===== src/hw/rtl/sfcd_pkg.sv =====
// Shared types, constants and helper functions for the sensor frame CRC decoder.
// No dependencies; every other file of the block refers to this package by scoped names.
`default_nettype none

package sfcd_pkg;

  localparam int unsigned ByteW      = 8;
  localparam int unsigned WordW      = 16;
  localparam int unsigned TempCentiW = 15;
  localparam int unsigned HumCentiW  = 14;
  localparam int unsigned TempScaleW = 15;
  localparam int unsigned HumScaleW  = 14;
  localparam int unsigned TempProdW  = WordW + TempScaleW;
  localparam int unsigned HumProdW   = WordW + HumScaleW;

  localparam logic [ByteW-1:0] CrcInit = 8'hFF;
  localparam logic [ByteW-1:0] CrcPoly = 8'h31;

  localparam logic [TempScaleW-1:0] TempScale  = 15'd17500;
  localparam logic [HumScaleW-1:0]  HumScale   = 14'd10000;
  localparam logic [WordW-1:0]      WordMax    = 16'hFFFF;
  localparam logic [WordW:0]        TempOffset = 17'd4500;

  localparam int unsigned QueueDepth = 2;
  localparam int unsigned QueuePtrW  = (QueueDepth > 1) ? $clog2(QueueDepth) : 1;
  localparam int unsigned QueueCntW  = $clog2(QueueDepth + 1);

  typedef enum logic [1:0] {
    STATUS_OK       = 2'd0,
    STATUS_TEMP_CRC = 2'd1,
    STATUS_HUM_CRC  = 2'd2
  } status_e;

  typedef enum logic [2:0] {
    POS_TEMP_MSB = 3'd0,
    POS_TEMP_LSB = 3'd1,
    POS_TEMP_CRC = 3'd2,
    POS_HUM_MSB  = 3'd3,
    POS_HUM_LSB  = 3'd4,
    POS_HUM_CRC  = 3'd5
  } pos_e;

  // One checked frame, handed from the byte parser to the scaling pipeline.
  typedef struct packed {
    status_e          status;
    logic [WordW-1:0] raw_temp;
    logic [WordW-1:0] raw_hum;
  } frame_t;

  // CRC-8, MSB first, one byte per call.
  function automatic logic [ByteW-1:0] crc8_update(input logic [ByteW-1:0] crc,
                                                   input logic [ByteW-1:0] data);
    logic [ByteW-1:0] v;
    v = crc ^ data;
    for (int k = 0; k < ByteW; k++) begin
      if (v[ByteW-1]) begin
        v = {v[ByteW-2:0], 1'b0} ^ CrcPoly;
      end else begin
        v = {v[ByteW-2:0], 1'b0};
      end
    end
    return v;
  endfunction

  // floor(x / 65535) for x below 2^31. With q0 = x >> 16 the remainder
  // estimate (x & 0xFFFF) + q0 stays below twice the divisor, so a single
  // compare-and-increment finishes the quotient.
  function automatic logic [WordW-1:0] div_word_max(input logic [TempProdW-1:0] x);
    logic [TempProdW-WordW-1:0] q0;
    logic [WordW:0]             r;
    q0 = x[TempProdW-1:WordW];
    r  = {1'b0, x[WordW-1:0]} + (WordW + 1)'(q0);
    if (r >= {1'b0, WordMax}) begin
      return WordW'(q0) + WordW'(1);
    end else begin
      return WordW'(q0);
    end
  endfunction

endpackage

`default_nettype wire


===== src/hw/rtl/sensor_frame_crc_decode_core.sv =====
// Sensor frame CRC decoder top level: byte parser, frame queue and scaling pipeline.
// Throughput: one byte per cycle; a result leaves at most once every six bytes.
// Result path: the sixth byte of a frame completes the record, which passes the queue write,
// the multiply stage and the output register; output stalls back up into the queue.
// Input stalls only while the two-entry frame queue is full.
// Reset (rst_ni, asynchronous, active low) clears the frame position, CRC and all valids.
`default_nettype none

module sensor_frame_crc_decode_core (
  input  wire logic                            clk_i,
  input  wire logic                            rst_ni,
  input  wire logic                            in_valid_i,
  output      logic                            in_stall_o,
  input  wire logic [sfcd_pkg::ByteW-1:0]      rx_byte_i,
  input  wire logic                            frame_start_i,
  output      logic                            out_valid_o,
  input  wire logic                            out_stall_i,
  output      logic [1:0]                      status_o,
  output      logic [sfcd_pkg::WordW-1:0]      raw_temperature_o,
  output      logic [sfcd_pkg::WordW-1:0]      raw_humidity_o,
  output      logic [sfcd_pkg::TempCentiW-1:0] temperature_centi_o,
  output      logic [sfcd_pkg::HumCentiW-1:0]  humidity_centi_o
);

  logic             push, q_full, q_valid, pop;
  sfcd_pkg::frame_t push_frame, q_frame;

  assign in_stall_o = q_full;

  sfcd_front u_front (
    .clk_i        (clk_i),
    .rst_ni       (rst_ni),
    .in_valid_i   (in_valid_i),
    .in_stall_i   (q_full),
    .rx_byte_i    (rx_byte_i),
    .frame_start_i(frame_start_i),
    .push_o       (push),
    .push_frame_o (push_frame)
  );

  sfcd_queue u_queue (
    .clk_i       (clk_i),
    .rst_ni      (rst_ni),
    .push_i      (push),
    .push_frame_i(push_frame),
    .full_o      (q_full),
    .pop_i       (pop),
    .valid_o     (q_valid),
    .frame_o     (q_frame)
  );

  sfcd_scale u_scale (
    .clk_i              (clk_i),
    .rst_ni             (rst_ni),
    .in_valid_i         (q_valid),
    .in_frame_i         (q_frame),
    .pop_o              (pop),
    .out_valid_o        (out_valid_o),
    .out_stall_i        (out_stall_i),
    .status_o           (status_o),
    .raw_temperature_o  (raw_temperature_o),
    .raw_humidity_o     (raw_humidity_o),
    .temperature_centi_o(temperature_centi_o),
    .humidity_centi_o   (humidity_centi_o)
  );

endmodule

`default_nettype wire


===== src/hw/rtl/sfcd_front.sv =====
// Byte parser: tracks frame position, runs the CRC-8 checks and assembles words.
// Depends on sfcd_pkg; pushes one checked frame record per completed frame.
`default_nettype none

module sfcd_front (
  input  wire logic                      clk_i,
  input  wire logic                      rst_ni,
  input  wire logic                      in_valid_i,
  input  wire logic                      in_stall_i,
  input  wire logic [sfcd_pkg::ByteW-1:0] rx_byte_i,
  input  wire logic                      frame_start_i,
  output      logic                      push_o,
  output      sfcd_pkg::frame_t          push_frame_o
);

  sfcd_pkg::pos_e                 pos_q, pos_d, pos_cur;
  logic [sfcd_pkg::ByteW-1:0]     crc_q, crc_d;
  logic [sfcd_pkg::ByteW-1:0]     hold_q, hold_d;
  logic [sfcd_pkg::WordW-1:0]     temp_q, temp_d;
  logic [sfcd_pkg::WordW-1:0]     hum_q, hum_d;
  logic                           temp_ok_q, temp_ok_d;
  logic                           accept;

  assign accept = in_valid_i && !in_stall_i;

  // A start mark forces the byte to the temperature MSB slot; out-of-range
  // positions fall back to the frame start as well.
  always_comb begin
    if (frame_start_i || (pos_q > sfcd_pkg::POS_HUM_CRC)) begin
      pos_cur = sfcd_pkg::POS_TEMP_MSB;
    end else begin
      pos_cur = pos_q;
    end
  end

  always_comb begin
    pos_d        = pos_q;
    crc_d        = crc_q;
    hold_d       = hold_q;
    temp_d       = temp_q;
    hum_d        = hum_q;
    temp_ok_d    = temp_ok_q;
    push_o       = 1'b0;
    push_frame_o = '{status: sfcd_pkg::STATUS_OK, raw_temp: temp_q, raw_hum: hum_q};
    if (accept) begin
      if (pos_cur == sfcd_pkg::POS_HUM_CRC) begin
        pos_d = sfcd_pkg::POS_TEMP_MSB;
      end else begin
        pos_d = sfcd_pkg::pos_e'(pos_cur + 3'd1);
      end
      unique case (pos_cur)
        sfcd_pkg::POS_TEMP_MSB, sfcd_pkg::POS_HUM_MSB: begin
          crc_d  = sfcd_pkg::crc8_update(sfcd_pkg::CrcInit, rx_byte_i);
          hold_d = rx_byte_i;
        end
        sfcd_pkg::POS_TEMP_LSB: begin
          crc_d  = sfcd_pkg::crc8_update(crc_q, rx_byte_i);
          temp_d = {hold_q, rx_byte_i};
        end
        sfcd_pkg::POS_HUM_LSB: begin
          crc_d = sfcd_pkg::crc8_update(crc_q, rx_byte_i);
          hum_d = {hold_q, rx_byte_i};
        end
        sfcd_pkg::POS_TEMP_CRC: begin
          temp_ok_d = (crc_q == rx_byte_i);
          crc_d     = sfcd_pkg::CrcInit;
        end
        sfcd_pkg::POS_HUM_CRC: begin
          crc_d  = sfcd_pkg::CrcInit;
          push_o = 1'b1;
          if (!temp_ok_q) begin
            push_frame_o.status = sfcd_pkg::STATUS_TEMP_CRC;
          end else if (crc_q != rx_byte_i) begin
            push_frame_o.status = sfcd_pkg::STATUS_HUM_CRC;
          end else begin
            push_frame_o.status = sfcd_pkg::STATUS_OK;
          end
        end
        default: begin
          crc_d = crc_q;
        end
      endcase
    end
  end

  always_ff @(posedge clk_i or negedge rst_ni) begin
    if (!rst_ni) begin
      pos_q     <= sfcd_pkg::POS_TEMP_MSB;
      crc_q     <= sfcd_pkg::CrcInit;
      hold_q    <= '0;
      temp_q    <= '0;
      hum_q     <= '0;
      temp_ok_q <= 1'b1;
    end else begin
      pos_q     <= pos_d;
      crc_q     <= crc_d;
      hold_q    <= hold_d;
      temp_q    <= temp_d;
      hum_q     <= hum_d;
      temp_ok_q <= temp_ok_d;
    end
  end

endmodule

`default_nettype wire


===== src/hw/rtl/sfcd_queue.sv =====
// Short frame queue between the byte parser and the scaling pipeline.
// Depends on sfcd_pkg for the frame record type and the queue depth.
`default_nettype none

module sfcd_queue (
  input  wire logic             clk_i,
  input  wire logic             rst_ni,
  input  wire logic             push_i,
  input  wire sfcd_pkg::frame_t push_frame_i,
  output      logic             full_o,
  input  wire logic             pop_i,
  output      logic             valid_o,
  output      sfcd_pkg::frame_t frame_o
);

  sfcd_pkg::frame_t                    entry_q [sfcd_pkg::QueueDepth];
  logic [sfcd_pkg::QueuePtrW-1:0]      wr_ptr_q, wr_ptr_d;
  logic [sfcd_pkg::QueuePtrW-1:0]      rd_ptr_q, rd_ptr_d;
  logic [sfcd_pkg::QueueCntW-1:0]      count_q, count_d;
  logic                                do_push, do_pop;

  localparam logic [sfcd_pkg::QueuePtrW-1:0] LastPtr =
    sfcd_pkg::QueuePtrW'(sfcd_pkg::QueueDepth - 1);
  localparam logic [sfcd_pkg::QueueCntW-1:0] FullCount =
    sfcd_pkg::QueueCntW'(sfcd_pkg::QueueDepth);

  assign full_o  = (count_q == FullCount);
  assign valid_o = (count_q != '0);
  assign frame_o = entry_q[rd_ptr_q];
  assign do_push = push_i && !full_o;
  assign do_pop  = pop_i && valid_o;

  always_comb begin
    wr_ptr_d = wr_ptr_q;
    rd_ptr_d = rd_ptr_q;
    count_d  = count_q;
    if (do_push) begin
      wr_ptr_d = (wr_ptr_q == LastPtr) ? '0 : wr_ptr_q + 1'b1;
    end
    if (do_pop) begin
      rd_ptr_d = (rd_ptr_q == LastPtr) ? '0 : rd_ptr_q + 1'b1;
    end
    if (do_push && !do_pop) begin
      count_d = count_q + 1'b1;
    end else if (do_pop && !do_push) begin
      count_d = count_q - 1'b1;
    end
  end

  always_ff @(posedge clk_i or negedge rst_ni) begin
    if (!rst_ni) begin
      wr_ptr_q <= '0;
      rd_ptr_q <= '0;
      count_q  <= '0;
    end else begin
      wr_ptr_q <= wr_ptr_d;
      rd_ptr_q <= rd_ptr_d;
      count_q  <= count_d;
    end
  end

  always_ff @(posedge clk_i) begin
    if (do_push) begin
      entry_q[wr_ptr_q] <= push_frame_i;
    end
  end

endmodule

`default_nettype wire


===== src/hw/rtl/sfcd_scale.sv =====
// Scaling pipeline: multiply stage, then divide-by-65535 and offset into the output register.
// Depends on sfcd_pkg for the frame record, scale constants and the divide helper.
`default_nettype none

module sfcd_scale (
  input  wire logic                            clk_i,
  input  wire logic                            rst_ni,
  input  wire logic                            in_valid_i,
  input  wire sfcd_pkg::frame_t                in_frame_i,
  output      logic                            pop_o,
  output      logic                            out_valid_o,
  input  wire logic                            out_stall_i,
  output      logic [1:0]                      status_o,
  output      logic [sfcd_pkg::WordW-1:0]      raw_temperature_o,
  output      logic [sfcd_pkg::WordW-1:0]      raw_humidity_o,
  output      logic [sfcd_pkg::TempCentiW-1:0] temperature_centi_o,
  output      logic [sfcd_pkg::HumCentiW-1:0]  humidity_centi_o
);

  // Multiply stage.
  logic                             s1_valid_q;
  sfcd_pkg::frame_t                 s1_frame_q;
  logic [sfcd_pkg::TempProdW-1:0]   s1_prod_t_q;
  logic [sfcd_pkg::HumProdW-1:0]    s1_prod_h_q;

  // Output register.
  logic                             out_valid_q;
  sfcd_pkg::status_e                out_status_q;
  logic [sfcd_pkg::WordW-1:0]       out_raw_t_q, out_raw_h_q;
  logic [sfcd_pkg::TempCentiW-1:0]  out_temp_q, out_temp_d;
  logic [sfcd_pkg::HumCentiW-1:0]   out_hum_q, out_hum_d;

  logic                             out_ready, s1_adv, out_load;
  logic [sfcd_pkg::WordW-1:0]       temp_quot, hum_quot;
  logic [sfcd_pkg::WordW:0]         temp_shift;

  assign out_ready = !out_valid_q || !out_stall_i;
  assign s1_adv    = !s1_valid_q || out_ready;
  assign out_load  = s1_valid_q && out_ready;
  assign pop_o     = in_valid_i && s1_adv;

  always_comb begin
    temp_quot  = sfcd_pkg::div_word_max(s1_prod_t_q);
    hum_quot   = sfcd_pkg::div_word_max(sfcd_pkg::TempProdW'(s1_prod_h_q));
    temp_shift = {1'b0, temp_quot} - sfcd_pkg::TempOffset;
    if (s1_frame_q.status == sfcd_pkg::STATUS_OK) begin
      out_temp_d = temp_shift[sfcd_pkg::TempCentiW-1:0];
      out_hum_d  = hum_quot[sfcd_pkg::HumCentiW-1:0];
    end else begin
      out_temp_d = '0;
      out_hum_d  = '0;
    end
  end

  always_ff @(posedge clk_i or negedge rst_ni) begin
    if (!rst_ni) begin
      s1_valid_q  <= 1'b0;
      out_valid_q <= 1'b0;
    end else begin
      if (s1_adv) begin
        s1_valid_q <= in_valid_i;
      end
      if (out_ready) begin
        out_valid_q <= s1_valid_q;
      end
    end
  end

  always_ff @(posedge clk_i) begin
    if (pop_o) begin
      s1_frame_q  <= in_frame_i;
      s1_prod_t_q <= sfcd_pkg::TempProdW'(in_frame_i.raw_temp) *
                     sfcd_pkg::TempProdW'(sfcd_pkg::TempScale);
      s1_prod_h_q <= sfcd_pkg::HumProdW'(in_frame_i.raw_hum) *
                     sfcd_pkg::HumProdW'(sfcd_pkg::HumScale);
    end
    if (out_load) begin
      out_status_q <= s1_frame_q.status;
      out_raw_t_q  <= s1_frame_q.raw_temp;
      out_raw_h_q  <= s1_frame_q.raw_hum;
      out_temp_q   <= out_temp_d;
      out_hum_q    <= out_hum_d;
    end
  end

  assign out_valid_o         = out_valid_q;
  assign status_o            = out_status_q;
  assign raw_temperature_o   = out_raw_t_q;
  assign raw_humidity_o      = out_raw_h_q;
  assign temperature_centi_o = out_temp_q;
  assign humidity_centi_o    = out_hum_q;

endmodule

`default_nettype wire


===== config.mk =====
export PLATFORM = sky130hd
export DESIGN_NAME = sensor_frame_crc_decode_core
export DESIGN_NICKNAME = d
export VERILOG_FILES = /design/src/hw/rtl/sfcd_pkg.sv /design/src/hw/rtl/sensor_frame_crc_decode_core.sv /design/src/hw/rtl/sfcd_front.sv /design/src/hw/rtl/sfcd_queue.sv /design/src/hw/rtl/sfcd_scale.sv
export SDC_FILE = /design/constraint.sdc
export NUM_CORES = 1
export LEC_CHECK = 0
export BUFFER_PORTS_ARGS = -buffer_cell sky130_fd_sc_hd__buf_2
export CAP_MARGIN = 25
export CORE_UTILIZATION = 51
export CTS_CLUSTER_DIAMETER = 100
export DETAILED_ROUTE_END_ITERATION = 8
export MAX_ROUTING_LAYER = met4
export PLACE_DENSITY = 0.73
export SYNTH_ARGS = -nofsm -noshare
export SYNTH_HDL_FRONTEND = slang
export SYNTH_SLANG_ARGS = --single-unit
export TNS_END_PERCENT = 1

===== constraint.sdc =====
create_clock -name clk_i -period 6.88 [get_ports clk_i]
set_input_delay 0.344 -clock clk_i [delete_from_list [all_inputs] [get_ports clk_i]]
set_output_delay 0.344 -clock clk_i [all_outputs]
set_load 0.01 [all_outputs]

==> reports/metrics.yaml, run 1 <==
outcome:
  outcome: "finished, final reports clean"
die:
  die-area_mm2: 0.0351
  core_mm2: 0.0336
  ios: 78
  start_util_pct: 52.1
  dieWidth_um: 187
  die_h_um: 187
  num_rows: 67
placed_design:
  pre_cts_slack_ns: 0.421
  io_buffers: 77
  gp_congestion: 0.896
  dp_hpwl_um: 24700
timing:
  hold_violations: 0
  worst_slew_pin_slew_ns: 0.896
  fin_hold_ws_ns: 0.0378
  rsz0062_at_grt: "false"
  finalCriticalPeriod_ns: 6.46
  fin_tns_setup_ns: 0
  setup_ws_ns: 0.424
  timing.fmax_mhz: 155
  clock_skew_ns: 0.0144
  slew_viol_final: 0
  final-setup-viol-count: 0
  maxSlewHeadroom_pct: 40.2
  post-route-period-util_pct: 93.8
clock_tree:
  clock-sinks: 273
  tritoncts: "done"
  clock_latency_ns: 0.58
  numCtsBuffers: 31
  clkTransAtPathRegs_ns: 0.06
  htree_levels: 1
  cts_root_buf: "clkbuf_16"
  cts_buffer_depth: 3
finish:
  syn_to_final_growth_pct: 11.2
  nets: 1858
  antenna_cells: 0
  drive_gt1_share_pct: 14.0
  num-fill-cells: 2677
setup_path:
  setup.worst_path.start: "u_queue.rd_ptr_q"
  cp.required_ns: 7.20
  crit_arrival_ns: 6.77
  worstSetupEndpointType: "flip-flop"
  criticalPathCategory: "flip-flop to flip-flop"
  rr_endpoint: "u_scale.s1_prod_t_q[29]"
  timing.rr.start: "u_queue.rd_ptr_q"
  rr_worst_depth: 24
  crit_path_max_fanout: 12
  crit_path_start_kind: "flip-flop"
  reg2reg_slack_ns: 0.42
  crit_end: "u_scale.s1_prod_t_q[29]"
synth:
  avgSynthCellArea_um2: 11.9
  syn-cell-area_mm2: 0.0175
  synth_edf_count: 215
  ys_ff_latch: 273
  synth_cells: 1470
  synth_fp_nets: 1760
  synth_warnings: 0
  synth.distinct_cells: 71
  ys_seq_area_share_pct: 45.2
  async_reset_ff_share_pct: 21.2
  synth_flop_cell: "edfxtp_1"
global_routing:
  track_usage_pct: 19.8
  grt_pass1_vias: 10567
  antenna_found_initial: 1
  grt_max_degree: 85
  grt_pass1_wl_um: 54000
  grt_overflow_total: 0
drt:
  vias: 10711
  drt_iter0_markers: 522
  finalWirelength_um: 32900
  dr.pass1.iters: 4
  viasPerCell: 5.25
  detail-route-antenna-nets: 0
  drc: 0
  wl_per_cell_um: 16.1
run:
  cap_violations: 0
hold_path:
  hold_path_class: "input port to flip-flop"
  whs_path_depth: 2
sequential cells by signal, indices dropped and copies added (netlist names), 15 cells and up:
name                         flops
u_scale.raw_temperature_o       16
u_scale.raw_humidity_o          16
u_scale.temperature_centi_o     15
u_front.hum_q                   16
u_queue.entry_q                 68
u_scale.s1_prod_t_q             28
u_front.temp_q                  16
u_scale.s1_prod_h_q             22
u_scale.s1_frame_q              34
area by class of cell:
class	count	area, um^2	area share (%)
Sequential cell	273	7920	40.7
Clock buffer	39	827	4.25
Clock inverter	19	135	0.695
Inverter	236	887	4.56
Timing Repair Buffer	92	520	2.68
Multi-Input combinational cell	934	8600	44.2
Tap cell	448	561	2.88
kinds of logic (layout without fill, tap and decap cells):
logic type	count (synthesis)	after routing	share of synthesized area, %
adders and majority gates	277	277	23.3
DFF	273	273	45.2
buffers and inverters	263	386	5.68
and+or+nand+nor	260	260	7.16
AOI/OAI and AO/OA	203	203	7.94
xor gates and xnor gates	115	115	5.76
muxes	79	79	4.89
worst max-delay path, cell delays in order (launching register included):
cell and delay, ns:
dfrtp_2 0.54, buf_4 0.25, mux2_2 0.46, ha_1 0.31, inv_1 0.05, fa_1 0.49
inv_1 0.04, ha_1 0.31, fa_1 0.49, inv_1 0.05, fa_1 0.53, inv_1 0.04
ha_1 0.35, a21o_1 0.18, a21o_1 0.18, a21o_1 0.22, nor2b_1 0.14, a21oi_1 0.11
a311oi_1 0.13, o21a_1 0.22, o21a_1 0.19, o31a_1 0.28, a311o_1 0.36, a21oi_1 0.18
xnor2_1 0.09
what timing repair did:
| item | 4_1_cts | 5_1_grt |
|---|---|---|
| hold endpoints to repair | 49 | 0 |
| resized for setup | 0 | 1 |
| endpoints found under the setup margin | 0 | 1 |
| hold buffers | 1 | 0 |
| setup buffers | 0 | 0 |
synth_stat cells, drive strengths merged, types with 7 or more instances:
| library cell | n | share of area [%] |
|---|---|---|
| a211oi | 14 | 0.66 |
| a21o | 19 | 0.82 |
| a21oi | 56 | 1.6 |
| a31oi | 7 | 0.25 |
| and3 | 9 | 0.32 |
| clkbuf | 24 | 0.51 |
| dfrtp | 49 | 7.0 |
| dfstp | 9 | 1.4 |
| edfxtp | 215 | 37 |
| fa | 82 | 9.4 |
| ha | 195 | 14 |
| inv | 236 | 5.1 |
| mux2 | 52 | 3.3 |
| mux2i | 27 | 1.5 |
| nand2 | 43 | 0.92 |
| nand3 | 27 | 0.77 |
| nand4 | 15 | 0.54 |
| nor2 | 91 | 2.0 |
| nor2b | 9 | 0.32 |
| nor3 | 28 | 0.80 |
| nor4 | 8 | 0.32 |
| o21a | 13 | 0.56 |
| o21ai | 35 | 1.0 |
| o21bai | 14 | 0.62 |
| or3 | 7 | 0.25 |
| xnor2 | 87 | 4.4 |
| xor2 | 28 | 1.4 |
placed cells by master (no fill, tap or decap), types with 32 or more instances in the layout:
cell and n:
ha_1 195, mux2_2 52, edfxtp_1 215, xnor2_1 87
nand2_1 43, fa_1 82, buf_2 77, a21oi_1 56
clkbuf_16 32, o21ai_0 33, nor2_1 89, inv_1 235
dfrtp_1 48
routing by layer:
| metal | vias to the layer above | track usage [%] | wire [um] |
|---|---|---|---|
| met3 | 55 | 2.46 | 1310 |
| li1 | 5322 | - | - |
| met5 | - | - | 0 |
| met1 | 5122 | 27.0 | 15600 |
| met4 | 0 | 5.86 | 811 |
| met2 | 212 | 31.0 | 15200 |
worst min-delay path by stage:
| stage | startpoint | end | slack (ns) |
|---|---|---|---|
| 2_1_floorplan | rst_ni | u_front.hold_q[0] | 0.05 |
| 3_3_place_gp | u_scale.s1_frame_q[11] | u_scale.raw_humidity_o[11] | 0.40 |
| 3_5_place_dp | u_scale.s1_frame_q[9] | u_scale.raw_humidity_o[9] | 0.40 |
| 4_1_cts | out_stall_i | u_scale.out_valid_o | 0.003 |
| 5_1_grt | out_stall_i | u_scale.out_valid_o | 0.05 |
| 6_report | out_stall_i | u_scale.out_valid_o | 0.04 |
stage by stage:
stage,cells,cell area (um^2),util [%]
after floorplan,1470,17500,-
after global placement,1981,18500,54.9
after detailed placement,1981,18500,54.9
after CTS,2040,19400,57.8
after global routing,2041,19500,57.9
final,2041,19500,57.9
Power of run 1 is left out: the tool's default activity adds up to more than one toggle a clock period on the data nets, which glitch-free logic cannot reach.
==> run 2: changes to the inputs <==
Settings changed: ABC_AREA from default to 1.
==> run 2 against run 1 <==
Effect of this change: core utilization is 0.39 points lower; global-route usage is 0.90 points higher; synthesized area rose by 2.7%; setup slack improved by 0.42 ns; hold slack improved by 0.11 ns; via count rose by 11%; sequential cell count stayed put; non-clock buffer count shrank 1; critical endpoint is now u_scale.s1_prod_h_q[29]; largest cell class unchanged.
==> reports/metrics.yaml, run 2 <==
placed_design:
  pre_cts_slack_ns: 0.895  # was 0.421 ns
  dp_hpwl_um: 27200  # was 24700 um
  dpl_cell_area_mm2: 0.0189  # was 0.0185 mm^2
  io_buffers: 77  # unchanged
  gp_congestion: 0.918  # was 0.896
clock_tree:
  clock_latency_ns: 0.55  # was 0.58 ns
  numCtsBuffers: 29  # was 31
  clkTransAtPathRegs_ns: 0.06  # about the same
  cts_root_buf: "clkbuf_16"  # unchanged
  clock-sinks: 273  # unchanged
  hold_buffers: 2  # was 1
  post_cts_buffers: 0  # unchanged
  cts_buffer_depth: 3  # unchanged
  cts_resized: 0  # unchanged
  tritoncts: "done"  # unchanged
  htree_levels: 1  # unchanged
synth:
  synth.distinct_cells: 46  # was 71
  synth_fp_nets: 2073  # was 1760
  synth_edf_count: 215  # unchanged
  ys_seq_area_share_pct: 44.0  # was 45.2%
  synth_area_leader_cell: "edfxtp_1"  # unchanged
  avgSynthCellArea_um2: 10.1  # was 11.9 um^2
  ys_ff_latch: 273  # unchanged
  syn-cell-area_mm2: 0.0180  # was 0.0175 mm^2
  synth_cells: 1783  # was 1470
  synth_commonest_cells: "339 x inv_1, 290 x nand2_1, 215 x edfxtp_1"  # was 236 x inv_1, 215 x edfxtp_1, 195 x ha_1
  synth_warnings: 0  # unchanged
  yosysTopAreaCellShare_pct: 35.9  # was 36.9%
  yosysMostFrequentCell: "inv_1"  # unchanged
  synth_flop_cell: "edfxtp_1"  # unchanged
  ys_top_cells_by_area: "edfxtp_1 36%, ha_1 14%, fa_1 9.1%, inv_1 7.1%, dfrtp_1 6.8%"  # was edfxtp_1 37%, ha_1 14%, fa_1 9.4%, dfrtp_1 7.0%, inv_1 5.1%
  async_reset_ff_share_pct: 21.2  # unchanged
finish:
  num-fill-cells: 2933  # was 2677
  syn_to_final_growth_pct: 10.7  # was 11.2%
  antenna_cells: 0  # unchanged
  largest_reg_flops: 68  # unchanged
  drive_gt1_share_pct: 12.5  # was 14.0%
  final_common_cell: "inv_1"  # unchanged
  nets: 2176  # was 1858
  layout_common_cells: "338 x inv_1, 290 x nand2_1, 215 x edfxtp_1, 195 x ha_1, 96 x a21oi_1"  # was 235 x inv_1, 215 x edfxtp_1, 195 x ha_1, 89 x nor2_1, 87 x xnor2_1
  postLayoutCellArea_mm2: 0.0199  # was 0.0195 mm^2
  seqCellArea_mm2: 0.00792  # about the same
  reg.largest.list: "u_queue.entry_q (68), u_scale.s1_frame_q (34), u_scale.s1_prod_t_q (28)"  # unchanged
  regMostFlops: "u_queue.entry_q"  # unchanged
  multiInputGateArea_mm2: 0.00865  # was 0.00860 mm^2
timing:
  setup_ws_ns: 0.847  # was 0.424 ns
  post-route-period-util_pct: 87.7  # was 93.8%
  clock_skew_ns: 0.0251  # was 0.0144 ns
  rsz0062_at_grt: "false"  # unchanged
  final-setup-viol-count: 0  # unchanged
  fin_tns_setup_ns: 0  # unchanged
  worst_slew_pin_slew_ns: 0.903  # was 0.896 ns
  timing.fmax_mhz: 166  # was 155 MHz
  hold_violations: 0  # unchanged
  maxSlewHeadroom_pct: 39.8  # was 40.2%
  slew_viol_final: 0  # unchanged
  finalCriticalPeriod_ns: 6.03  # was 6.46 ns
drt:
  dr.pass1.iters: 4  # unchanged
  vias: 11855  # was 10711
  route.met2.wl_um: 16700  # was 15200 um
  dr_wl_met3_um: 1090  # was 1310 um
  detail-route-antenna-nets: 0  # unchanged
  highest_layer: "met4"  # unchanged
  viasPerCell: 5.02  # was 5.25
  wirelength_met1_um: 16700  # was 15600 um
  drt_iter0_markers: 620  # was 522
  wl_per_cell_um: 14.9  # was 16.1 um
  drc: 0  # unchanged
  finalWirelength_um: 35100  # was 32900 um
setup_path:
  reg2reg_slack_ns: 0.85  # was 0.42 ns
  cp.required_ns: 7.17  # was 7.20 ns
  rr_worst_depth: 25  # was 24
  crit_path_start_kind: "flip-flop"  # unchanged
  crit_path_max_fanout: 23  # was 12
  crit_arrival_ns: 6.32  # was 6.77 ns
  worstSetupEndpointType: "flip-flop"  # unchanged
  timing.rr.start: "u_queue.rd_ptr_q"  # unchanged
  rr_endpoint: "u_scale.s1_prod_h_q[29]"  # was u_scale.s1_prod_t_q[29]
  criticalPathCategory: "flip-flop to flip-flop"  # unchanged
outcome:
  outcome: "finished, final reports clean"  # unchanged
hold_path:
  hold_path_class: "input port to flip-flop"  # unchanged
  worstHoldStart: "frame_start_i"  # was out_stall_i
  holdPathEnd: "u_front.pos_q[1]"  # was u_scale.out_valid_o
  whs_path_depth: 4  # was 2
global_routing:
  grt_pass1_wl_um: 58200  # was 54000 um
  grt_overflow_total: 0  # unchanged
  antenna_found_initial: 0  # was 1
  track_usage_pct: 20.7  # was 19.8%
  grt_max_degree: 72  # was 85
  grt_pass1_vias: 11857  # was 10567
die:
  dieWidth_um: 190  # was 187 um
  core_mm2: 0.0346  # was 0.0336 mm^2
  die_h_um: 190  # was 187 um
  die-area_mm2: 0.0360  # was 0.0351 mm^2
  num_rows: 68  # was 67
  start_util_pct: 51.9  # was 52.1%
  ios: 78  # unchanged
run:
  cap_violations: 0  # unchanged
==> run 2: cell types whose count changed in the layout (fill, tap and decap cells not counted), sizes merged, moves of 25 or more <==
cell / change
nand2: +273
inv: +114
o21ai: +58
xnor2: -50
mux2: -44
a21oi: +40
nand3: +33
xor2: +31
mux2i: -27
or2: +25
==> run 2: per-stage QoR <==
stage	instances	utilization [%]	hold WS (ns)
5_1_grt	2362	57.5	0.159
3_3_place_gp	2308	54.7	0.401
4_1_cts	2362	57.5	0.126
2_1_floorplan	1783	-	0.0484
3_5_place_dp	2308	54.7	0.405
6_report	2362	57.5	0.150
==> run 2: worst max path at each step <==
stage                                start                 endpoint  slack [ns]  cells past startpoint
final                     u_queue.rd_ptr_q  u_scale.s1_prod_h_q[29]        0.85                     25
after global routing      u_queue.rd_ptr_q  u_scale.s1_prod_h_q[29]        0.33                     25
after floorplan           u_queue.rd_ptr_q  u_scale.s1_prod_t_q[28]        1.41                     24
after global placement    u_queue.rd_ptr_q  u_scale.s1_prod_h_q[29]        1.07                     25
after detailed placement  u_queue.rd_ptr_q  u_scale.s1_prod_t_q[27]        0.90                     26
after CTS                 u_queue.rd_ptr_q  u_scale.s1_prod_t_q[27]        0.86                     26
==> run 2: worst max-delay path, stage by stage (launching register included) <==
cell and delay [ns]:
dfrtp_1 0.39, inv_1 0.29, buf_4 0.30, or2_2 0.14, o21ai_0 0.30, fa_1 0.60, inv_1 0.04, ha_1 0.29
fa_1 0.48, ha_1 0.29, inv_1 0.05, fa_1 0.49, inv_1 0.04, ha_1 0.34, a21oi_1 0.19, o21ai_0 0.12
a21oi_1 0.24, inv_1 0.07, a21oi_1 0.26, inv_1 0.07, a21oi_1 0.20, o21ai_0 0.15, a21oi_1 0.17, nor2_1 0.05
nor2_1 0.12, xnor2_1 0.08
==> run 2: area by class of cell <==
type / instances / share of cell area, %
clock inverters: 13 / 0.597
well taps: 455 / 2.86
repair buffers: 91 / 2.49
inverters: 350 / 6.61
multi-input cells: 1141 / 43.5
clock buffers: 39 / 4.20
flip-flops and latches: 273 / 39.8
==> run 2: cells by family (layout without fill, tap and decap cells) <==
logic type | Yosys count | after routing | share of synthesized area, %
XOR/XNOR | 96 | 96 | 4.68
buffers and inverters | 369 | 493 | 7.92
multiplexers | 8 | 8 | 0.501
flip-flops | 273 | 273 | 44.0
AO/OA/AOI/OAI | 217 | 217 | 6.47
AND/OR/NAND/NOR | 543 | 543 | 13.7
adder cells (fa/ha/maj) | 277 | 277 | 22.7
==> run 2: layer usage <==
| layer | global-route usage [%] | vias to the layer above |
|---|---|---|
| li1 | - | 6029 |
| met1 | 27.6 | 5578 |
| met2 | 34.2 | 201 |
| met3 | 1.92 | 47 |
| met4 | 4.78 | 0 |
| met5 | - | - |
Power of run 2 is left out for the same reason.
